==> src/rtl/jsu_pkg.sv <==
// shared types, codes and constants of the json string unescaper
`default_nettype none
package jsu_pkg;

   // decoder modes
   localparam logic [1:0] MODE_NORMAL = 2'd0;
   localparam logic [1:0] MODE_ESCAPE = 2'd1;
   localparam logic [1:0] MODE_HEX    = 2'd2;

   // end status codes
   localparam logic [2:0] ST_OK         = 3'd0;
   localparam logic [2:0] ST_BAD_ESCAPE = 3'd1;
   localparam logic [2:0] ST_BAD_HEX    = 3'd2;
   localparam logic [2:0] ST_TRUNCATED  = 3'd3;
   localparam logic [2:0] ST_OVERFLOW   = 3'd4;

   // input op codes
   localparam logic OP_CHAR = 1'b0;
   localparam logic OP_END  = 1'b1;

   // result kinds
   localparam logic KIND_DATA = 1'b0;
   localparam logic KIND_END  = 1'b1;

   // special characters
   localparam logic [7:0] CH_BACKSLASH = 8'h5c;
   localparam logic [7:0] CH_U         = 8'h75;

   // capacity register
   localparam int         CAP_W     = 13;
   localparam logic [12:0] CAP_MAX   = 13'd4096;
   localparam logic [12:0] CAP_RESET = 13'd256;

   // queue between decoder and emitter
   localparam int QUEUE_DEPTH = 4;
   localparam int QPTR_W      = $clog2(QUEUE_DEPTH);

   // one queued word: a 1 to 3 byte group or an end status
   typedef struct packed {
      logic        is_end;
      logic [1:0]  count;
      logic [7:0]  b0;
      logic [7:0]  b1;
      logic [7:0]  b2;
      logic [2:0]  status;
      logic [11:0] length;
   } queue_entry_type;

   // escape letter decode: {known, byte}
   function automatic logic [8:0] esc_decode(input logic [7:0] c);
      logic [8:0] r;
      r = '0;
      unique case (c)
         8'h22:   r = {1'b1, 8'h22};
         8'h5c:   r = {1'b1, 8'h5c};
         8'h2f:   r = {1'b1, 8'h2f};
         8'h62:   r = {1'b1, 8'h08};
         8'h66:   r = {1'b1, 8'h0c};
         8'h6e:   r = {1'b1, 8'h0a};
         8'h72:   r = {1'b1, 8'h0d};
         8'h74:   r = {1'b1, 8'h09};
         default: r = '0;
      endcase
      return r;
   endfunction

   // hex digit decode: {valid, nibble}
   function automatic logic [4:0] hex_decode(input logic [7:0] c);
      logic [4:0] r;
      r = '0;
      if (c >= 8'h30 && c <= 8'h39) begin
         r = {1'b1, c[3:0]};
      end else if ((c >= 8'h61 && c <= 8'h66) || (c >= 8'h41 && c <= 8'h46)) begin
         r = {1'b1, c[3:0] + 4'd9};
      end
      return r;
   endfunction

endpackage
`default_nettype wire

==> src/rtl/jsu_front.sv <==
// front end: escape decoding, utf-8 grouping, capacity check
`default_nettype none
module jsu_front (
   input  wire logic                      clock,
   input  wire logic                      reset,
   input  wire logic                      req_valid,
   input  wire logic                      req_op,
   input  wire logic [7:0]                req_ch,
   input  wire logic                      csr_valid,
   input  wire logic [12:0]               csr_capacity,
   input  wire logic                      full,
   output logic                           push,
   output jsu_pkg::queue_entry_type       entry
);

   logic [1:0]  mode_ff, mode_in;
   logic [1:0]  hex_cnt_ff, hex_cnt_in;
   logic [15:0] accum_ff, accum_in;
   logic [11:0] written_ff, written_in;
   logic [2:0]  err_ff, err_in;
   logic [12:0] cap_ff;
   logic [12:0] cap_eff;
   logic        accept;
   logic [8:0]  esc;
   logic [4:0]  nib;
   logic [15:0] cp;

   assign accept  = req_valid && !full;
   assign cap_eff = (cap_ff > jsu_pkg::CAP_MAX) ? jsu_pkg::CAP_MAX : cap_ff;
   assign esc     = jsu_pkg::esc_decode(req_ch);
   assign nib     = jsu_pkg::hex_decode(req_ch);
   assign cp      = {accum_ff[11:0], nib[3:0]};

   // decode one character or an end op, build the byte group and check it against capacity
   always_comb begin
      logic       grp_go;
      logic [1:0] grp_n;
      logic [7:0] g0, g1, g2;
      logic [2:0] st;
      grp_go     = 1'b0;
      grp_n      = 2'd1;
      g0         = '0;
      g1         = '0;
      g2         = '0;
      st         = err_ff;
      mode_in    = mode_ff;
      hex_cnt_in = hex_cnt_ff;
      accum_in   = accum_ff;
      written_in = written_ff;
      err_in     = err_ff;
      push       = 1'b0;
      entry      = '0;
      if (accept) begin
         if (req_op == jsu_pkg::OP_END) begin
            if (st == jsu_pkg::ST_OK && mode_ff != jsu_pkg::MODE_NORMAL) begin
               st = jsu_pkg::ST_TRUNCATED;
            end
            if (st == jsu_pkg::ST_OK && ({1'b0, written_ff} + 13'd1) > cap_eff) begin
               st = jsu_pkg::ST_OVERFLOW;
            end
            push         = 1'b1;
            entry.is_end = 1'b1;
            entry.status = st;
            entry.length = written_ff;
            mode_in      = jsu_pkg::MODE_NORMAL;
            hex_cnt_in   = '0;
            accum_in     = '0;
            written_in   = '0;
            err_in       = jsu_pkg::ST_OK;
         end else if (err_ff == jsu_pkg::ST_OK) begin
            unique case (mode_ff)
               jsu_pkg::MODE_NORMAL: begin
                  if (req_ch == jsu_pkg::CH_BACKSLASH) begin
                     mode_in = jsu_pkg::MODE_ESCAPE;
                  end else begin
                     grp_go = 1'b1;
                     g0     = req_ch;
                  end
               end
               jsu_pkg::MODE_ESCAPE: begin
                  mode_in = jsu_pkg::MODE_NORMAL;
                  if (req_ch == jsu_pkg::CH_U) begin
                     mode_in    = jsu_pkg::MODE_HEX;
                     hex_cnt_in = '0;
                     accum_in   = '0;
                  end else if (esc[8]) begin
                     grp_go = 1'b1;
                     g0     = esc[7:0];
                  end else begin
                     err_in = jsu_pkg::ST_BAD_ESCAPE;
                  end
               end
               jsu_pkg::MODE_HEX: begin
                  if (!nib[4]) begin
                     err_in  = jsu_pkg::ST_BAD_HEX;
                     mode_in = jsu_pkg::MODE_NORMAL;
                  end else if (hex_cnt_ff != 2'd3) begin
                     accum_in   = cp;
                     hex_cnt_in = hex_cnt_ff + 2'd1;
                  end else begin
                     mode_in    = jsu_pkg::MODE_NORMAL;
                     hex_cnt_in = '0;
                     accum_in   = '0;
                     grp_go     = 1'b1;
                     // utf-8 encoding of the code point
                     if (cp <= 16'h007f) begin
                        grp_n = 2'd1;
                        g0    = cp[7:0];
                     end else if (cp <= 16'h07ff) begin
                        grp_n = 2'd2;
                        g0    = 8'hc0 | {3'b000, cp[10:6]};
                        g1    = 8'h80 | {2'b00, cp[5:0]};
                     end else begin
                        grp_n = 2'd3;
                        g0    = 8'he0 | {4'b0000, cp[15:12]};
                        g1    = 8'h80 | {2'b00, cp[11:6]};
                        g2    = 8'h80 | {2'b00, cp[5:0]};
                     end
                  end
               end
               default: begin
                  mode_in = jsu_pkg::MODE_NORMAL;
               end
            endcase
            // capacity check for the whole group
            if (grp_go) begin
               if (({1'b0, written_ff} + {11'd0, grp_n}) >= cap_eff) begin
                  err_in = jsu_pkg::ST_OVERFLOW;
               end else begin
                  push        = 1'b1;
                  entry.count = grp_n;
                  entry.b0    = g0;
                  entry.b1    = g1;
                  entry.b2    = g2;
                  written_in  = written_ff + {10'd0, grp_n};
               end
            end
         end
      end
   end

   // decoder state and capacity register
   always_ff @(posedge clock) begin
      if (reset) begin
         mode_ff    <= jsu_pkg::MODE_NORMAL;
         hex_cnt_ff <= '0;
         accum_ff   <= '0;
         written_ff <= '0;
         err_ff     <= jsu_pkg::ST_OK;
         cap_ff     <= jsu_pkg::CAP_RESET;
      end else begin
         mode_ff    <= mode_in;
         hex_cnt_ff <= hex_cnt_in;
         accum_ff   <= accum_in;
         written_ff <= written_in;
         err_ff     <= err_in;
         if (csr_valid) begin
            cap_ff <= csr_capacity;
         end
      end
   end

endmodule
`default_nettype wire

==> src/rtl/jsu_fifo.sv <==
// short queue of decoded words between front and back
`default_nettype none
module jsu_fifo (
   input  wire logic                      clock,
   input  wire logic                      reset,
   input  wire logic                      push,
   input  wire jsu_pkg::queue_entry_type  push_entry,
   input  wire logic                      pop,
   output logic                           full,
   output logic                           head_valid,
   output jsu_pkg::queue_entry_type       head
);

   jsu_pkg::queue_entry_type            mem_ff [jsu_pkg::QUEUE_DEPTH];
   logic [jsu_pkg::QPTR_W-1:0]          wr_ptr_ff;
   logic [jsu_pkg::QPTR_W-1:0]          rd_ptr_ff;
   logic [jsu_pkg::QPTR_W:0]            count_ff, count_in;

   assign full       = (count_ff == (jsu_pkg::QPTR_W+1)'(jsu_pkg::QUEUE_DEPTH));
   assign head_valid = (count_ff != '0);
   assign head       = mem_ff[rd_ptr_ff];

   // occupancy
   always_comb begin
      count_in = count_ff;
      if (push && !pop) begin
         count_in = count_ff + 1'b1;
      end else if (pop && !push) begin
         count_in = count_ff - 1'b1;
      end
   end

   // pointers
   always_ff @(posedge clock) begin
      if (reset) begin
         wr_ptr_ff <= '0;
         rd_ptr_ff <= '0;
         count_ff  <= '0;
      end else begin
         count_ff <= count_in;
         if (push) begin
            wr_ptr_ff <= wr_ptr_ff + 1'b1;
         end
         if (pop) begin
            rd_ptr_ff <= rd_ptr_ff + 1'b1;
         end
      end
   end

   // storage
   always_ff @(posedge clock) begin
      if (push) begin
         mem_ff[wr_ptr_ff] <= push_entry;
      end
   end

endmodule
`default_nettype wire

==> src/rtl/jsu_back.sv <==
// back end: walks each queued word out one result at a time
`default_nettype none
module jsu_back (
   input  wire logic                      clock,
   input  wire logic                      reset,
   input  wire logic                      head_valid,
   input  wire jsu_pkg::queue_entry_type  head,
   output logic                           pop,
   output logic                           rsp_valid,
   input  wire logic                      rsp_stall,
   output logic                           rsp_kind,
   output logic [7:0]                     rsp_out_byte,
   output logic [2:0]                     rsp_status,
   output logic [11:0]                    rsp_length,
   output logic                           rsp_last
);

   logic        valid_ff;
   logic [1:0]  idx_ff;
   logic        kind_ff;
   logic [7:0]  byte_ff;
   logic [2:0]  status_ff;
   logic [11:0] length_ff;
   logic        last_ff;
   logic        load;
   logic        cur_last;
   logic [7:0]  cur_byte;

   assign load     = head_valid && (!valid_ff || !rsp_stall);
   assign cur_last = head.is_end || (idx_ff == (head.count - 2'd1));
   assign pop      = load && cur_last;

   // byte of the group at the current position
   always_comb begin
      unique case (idx_ff)
         2'd0:    cur_byte = head.b0;
         2'd1:    cur_byte = head.b1;
         default: cur_byte = head.b2;
      endcase
   end

   // output word valid and group position
   always_ff @(posedge clock) begin
      if (reset) begin
         valid_ff <= 1'b0;
         idx_ff   <= '0;
      end else begin
         if (load) begin
            valid_ff <= 1'b1;
            idx_ff   <= cur_last ? 2'd0 : idx_ff + 2'd1;
         end else if (!rsp_stall) begin
            valid_ff <= 1'b0;
         end
      end
   end

   // output word payload
   always_ff @(posedge clock) begin
      if (load) begin
         if (head.is_end) begin
            kind_ff   <= jsu_pkg::KIND_END;
            byte_ff   <= '0;
            status_ff <= head.status;
            length_ff <= head.length;
         end else begin
            kind_ff   <= jsu_pkg::KIND_DATA;
            byte_ff   <= cur_byte;
            status_ff <= jsu_pkg::ST_OK;
            length_ff <= '0;
         end
         last_ff <= cur_last;
      end
   end

   assign rsp_valid    = valid_ff;
   assign rsp_kind     = kind_ff;
   assign rsp_out_byte = byte_ff;
   assign rsp_status   = status_ff;
   assign rsp_length   = length_ff;
   assign rsp_last     = last_ff;

endmodule
`default_nettype wire

==> src/rtl/json_string_unescape_utf8.sv <==
// top level of the json string unescaper with utf-8 output
//
//   channel  direction  handshake          word
//   req_     in         valid / stall      op, ch
//   rsp_     out        valid / stall      kind, out_byte, status, length, last
//   csr_     in         valid / ready      capacity (13 bits)
//
// one input word per cycle unless req_stall; a \u escape yields up to 3 output words,
// one per cycle unless rsp_stall. a taken word is queued, then registered at the output.
// the back end emits one result per cycle unless stalled, so a run of multi-byte groups
// is paced by the output register, with a 4-deep queue absorbing the difference.
// req_stall rises only when that queue is full; rsp_stall holds the output register.
// reset is synchronous; all decoder state clears and capacity returns to 256.
`default_nettype none
module json_string_unescape_utf8 (
   input  wire logic         clock,
   input  wire logic         reset,
   input  wire logic         req_valid,
   output logic              req_stall,
   input  wire logic         req_op,
   input  wire logic [7:0]   req_ch,
   output logic              rsp_valid,
   input  wire logic         rsp_stall,
   output logic              rsp_kind,
   output logic [7:0]        rsp_out_byte,
   output logic [2:0]        rsp_status,
   output logic [11:0]       rsp_length,
   output logic              rsp_last,
   input  wire logic         csr_valid,
   output logic              csr_ready,
   input  wire logic [12:0]  csr_capacity
);

   logic                     push;
   logic                     pop;
   logic                     full;
   logic                     head_valid;
   jsu_pkg::queue_entry_type entry;
   jsu_pkg::queue_entry_type head;

   assign req_stall = full;
   assign csr_ready = 1'b1;

   // decoder
   jsu_front u_front (
      .clock        (clock),
      .reset        (reset),
      .req_valid    (req_valid),
      .req_op       (req_op),
      .req_ch       (req_ch),
      .csr_valid    (csr_valid),
      .csr_capacity (csr_capacity),
      .full         (full),
      .push         (push),
      .entry        (entry)
   );

   // queue
   jsu_fifo u_fifo (
      .clock      (clock),
      .reset      (reset),
      .push       (push),
      .push_entry (entry),
      .pop        (pop),
      .full       (full),
      .head_valid (head_valid),
      .head       (head)
   );

   // emitter
   jsu_back u_back (
      .clock        (clock),
      .reset        (reset),
      .head_valid   (head_valid),
      .head         (head),
      .pop          (pop),
      .rsp_valid    (rsp_valid),
      .rsp_stall    (rsp_stall),
      .rsp_kind     (rsp_kind),
      .rsp_out_byte (rsp_out_byte),
      .rsp_status   (rsp_status),
      .rsp_length   (rsp_length),
      .rsp_last     (rsp_last)
   );

endmodule
`default_nettype wire

==> config.mk <==
export PLATFORM = sky130hd
export DESIGN_NAME = json_string_unescape_utf8
export DESIGN_NICKNAME = d
export VERILOG_FILES = /design/src/rtl/jsu_pkg.sv /design/src/rtl/jsu_front.sv /design/src/rtl/jsu_fifo.sv /design/src/rtl/jsu_back.sv /design/src/rtl/json_string_unescape_utf8.sv
export SDC_FILE = /design/constraint.sdc
export NUM_CORES = 1
export LEC_CHECK = 0
export BUFFER_PORTS_ARGS = -buffer_cell sky130_fd_sc_hd__buf_2
export CAP_MARGIN = 20
export CORE_AREA = 4 4 166 168
export CTS_CLUSTER_DIAMETER = 200
export CTS_CLUSTER_SIZE = 12
export DETAILED_ROUTE_END_ITERATION = 6
export DIE_AREA = 0 0 170 172
export HOLD_SLACK_MARGIN = 0.12
export SLEW_MARGIN = 20
export SYNTH_ARGS = -nofsm -noshare
export SYNTH_HDL_FRONTEND = slang
export SYNTH_HIERARCHICAL = 1
export SYNTH_SLANG_ARGS = --single-unit
==> constraint.sdc <==
create_clock -name clock -period 9.4 [get_ports clock]
set_input_delay 1.41 -clock clock [delete_from_list [all_inputs] [get_ports clock]]
set_output_delay 1.41 -clock clock [all_outputs]
set_load 0.01 [all_outputs]
==> flow_metrics.tcl <==
set metrics [dict create \
    final_util_pct 49.3 \
    die_x_um 170 \
    syn_to_final_growth_pct 10.3 \
    startpoint "req_ch[0]" \
    ys.warnings.count 6 \
    synth_cells 863 \
    die_height_um 172 \
    synth_area_per_cell_um2 13.4 \
    io_buffer_count 53 \
    synth_seq_cells 249 \
    worstPathArrival_ns 7.33 \
    n_antenna_cell 0 \
    grt_overflow 0 \
    synth_top_area_share_pct 50.0 \
    drive_above_1_share_pct 17.0 \
    period_share_pct 76.2 \
    antenna_found_initial 1 \
    period_minus_slack_ns 7.16 \
    max-cap-violations 0 \
    cts_setup_buffers 0 \
    place_congestion 0.894 \
    core_um2 25900 \
    power_uw 3040 \
    crit_type "in2reg" \
    relSlewSlack_pct 26.6 \
    regArea_um2 6920 \
    clkLatencyLatePin_ns 0.52 \
    grt_pass1_vias 7030 \
    switching_share_pct 28.0 \
    netlist_area_um2 11600 \
    pwr-share-seq_pct 48.4 \
    grt_pass1_wl_mm 38.4 \
    ir_drop_mv 0.179 \
    comb_power_share_pct 23.3 \
    clk_pin_slew_ns 0.07 \
    p_sw_uw 850 \
    floorplan.initialDensity_pct 44.7 \
    viasPerCell 5.52 \
    drtPass1Iterations 6 \
    cp.required_ns 9.57 \
    cts_made_buffers 24 \
    finalHoldViolCount 0 \
    grt_start_max_net_pins 47 \
    rsz0062_at_grt "false" \
    vias 6955 \
    drc 0 \
    synthTopCellsByArea "edfxtp_1 50%, dfxtp_1 9.7%, mux4_2 7.8%, ha_1 4.9%, nand2_1 2.3%" \
    cts_resized 0 \
    min_path_type "reg2reg" \
    postCtsHoldBufs 0 \
    skew_ns 0.0143 \
    drt_iter0_drc 541 \
    design.die.area_um2 29200 \
    synth_edf_count 193 \
    fin_setup_tns_ns 0 \
    p_leak_uw 0.00461 \
    cts_sinks 249 \
    yosys.area.top_type "edfxtp_1" \
    synth_cell_types 75 \
    dp_hpwl_mm 16.3 \
    p_int_uw 2190 \
    clk_path_buf_depth 3 \
    antenna_left 0 \
    synthArstFlopShare_pct 0 \
    cts_tree "yes" \
    synthFlopType "edfxtp_1" \
    holdCritStartpoint "u_front/hex_cnt_ff[1]" \
    clock_power_share_pct 28.3 \
    worstSetupStartpointType "input pin" \
    ios 55 \
    status "finished clean" \
    yosysSeqAreaShare_pct 59.7 \
    wl_mm 23.8 \
    rows 59 \
    root_buffer "clkbuf_16" \
    grt.total_usage_pct 16.4 \
    multi_input_comb_area_um2 4290 \
    maxSlewViolCount 0 \
    nets 983 \
    wl_per_cell_um 18.9 \
    end_kind "flip-flop" \
    fmax_ghz 0.140 \
    r2r_start "u_front/mode_ff[0]" \
    power.density_nw_per_um2 238 \
    crit_fanout 26 \
    fillers 2282 \
    setup_violations 0 \
    worst-slew-pin-transition_ns 1.10 \
    whs_ns 0.462 \
    htreeDepth 1 \
]
==> state kept, by name (all words and copies together), names as in the netlist, 3 cells and up, named ones only <==
name                 flops
u_back/rsp_length       12
u_front/accum_ff        12
u_back/rsp_out_byte      8
u_front/written_ff      12
u_fifo/mem_ff          168
u_front/err_ff           3
u_front/cap_ff          13
u_fifo/count_ff          3
u_back/rsp_status        3
==> worst max-delay path: stages <==
cell	delay, ns
buf_2	0.17
inv_1	0.11
ha_1	0.26
or3b_2	0.46
nand4_2	0.24
a21o_1	0.22
nor3_1	0.10
inv_1	0.11
ha_1	0.17
inv_1	0.06
fa_1	0.43
nand3b_1	0.27
or3_1	0.42
nor2_1	0.14
xor2_1	0.22
ha_1	0.29
a211oi_1	0.24
o21ai_0	0.13
a221oi_1	0.25
o21ai_1	0.21
o31ai_1	0.27
buf_4	0.20
and2_2	0.47
buf_4	0.46
==> final cells by class <==
class                      count  area share [%]
clock buffer                  41            5.20
clock inverter                 2           0.166
sequential                   249            54.1
inverter                      31           0.911
multi-input combinational    539            33.6
timing repair buffer          64            2.72
tap                          335            3.28
==> synth_stat cells (3+ instances only) <==
master    number
a211oi_1       4
a21oi_1       34
a221oi_1       3
a222oi_1       3
a22o_1         5
a22oi_1        9
a31oi_1        3
a32o_1         3
and2_1        25
and3_1        14
buf_12         4
buf_2         10
buf_4          5
clkbuf_1      25
dfxtp_1       56
edfxtp_1     193
ha_1          45
inv_1         30
mux2i_1       15
mux4_2        40
nand2_1       72
nand2b_1       7
nand3_1       11
nand3b_1      17
nand4_1        7
nor2_1        62
nor2b_1       10
nor3_1         5
nor3b_1        5
nor4_1         7
o211ai_1       3
o21a_1         5
o21ai_0       32
o21ai_1        3
o31ai_1        5
o41ai_1        3
or2_2          3
or3_1          9
or4_1          4
xnor2_1       10
xor2_1        15
==> path summary, 6_finish.rpt <==
| path | end | slack (ns) | depth (start not counted) |
|---|---|---|---|
| max reg2reg | u_fifo/mem_ff[2][25] | 3.52 | 22 |
| max | u_fifo/mem_ff[2][25] | 2.24 | 24 |
| min | u_front/hex_cnt_ff[1] | 0.46 | 2 |
| min reg2reg | u_front/hex_cnt_ff[1] | 0.46 | 2 |
==> power by group through the flow <==
stage	Sequential, µW	Combinational [µW]	Clock [µW]
finish	1470	708	859
global route	1490	784	938
CTS	1470	725	889
detailed placement	1500	723	0
global placement	1490	719	0
floorplan	1520	485	0
==> through the flow <==
stage	cell area (µm²)	cells	worst slack [ns]
after CTS	12800	1261	2.32
after floorplan	11600	864	2.07
final	12800	1261	2.24
after detailed placement	12100	1218	1.80
after global routing	12800	1261	1.75
after global placement	12100	1218	1.97
==> cells in the final DEF (no fill, tap or decap), types with 10 or more instances in the layout <==
master and count:
nand3b_1 17, clkbuf_16 24, dfxtp_1 54, and2_1 21, xor2_1 15, and3_1 14
edfxtp_1 193, a21oi_1 34, nand3_1 11, clkbuf_1 17, inv_1 29, mux4_2 40
nor2b_1 10, buf_4 11, mux2i_1 15, buf_2 53, o21ai_0 32, nor2_1 62
ha_1 45, nand2_1 72, xnor2_1 10
==> per-layer routing <==
metal	part of all wire (%)	vias up	GRT usage [%]
li1	-	3348	-
met1	49	3412	24.2
met2	45	165	25.9
met3	4.3	30	2.40
met4	1.9	0	4.34
met5	0	-	0
==> cell families (layout without fill, tap and decap cells) <==
kind of cell               count (synthesis)  count (layout)  share of synthesized area [%]
muxes                                     58              58                           9.62
buffers and inverters                     76             138                           3.36
AOI/OAI and AO/OA                        133             133                           7.72
xor gates and xnor gates                  25              25                           1.89
DFF                                      249             249                           59.7
adders and majority gates                 47              47                           5.20
other                                      2               3                         0.0648
and+or+nand+nor                          273             273                           12.4
(Power assumes the default switching activity.)
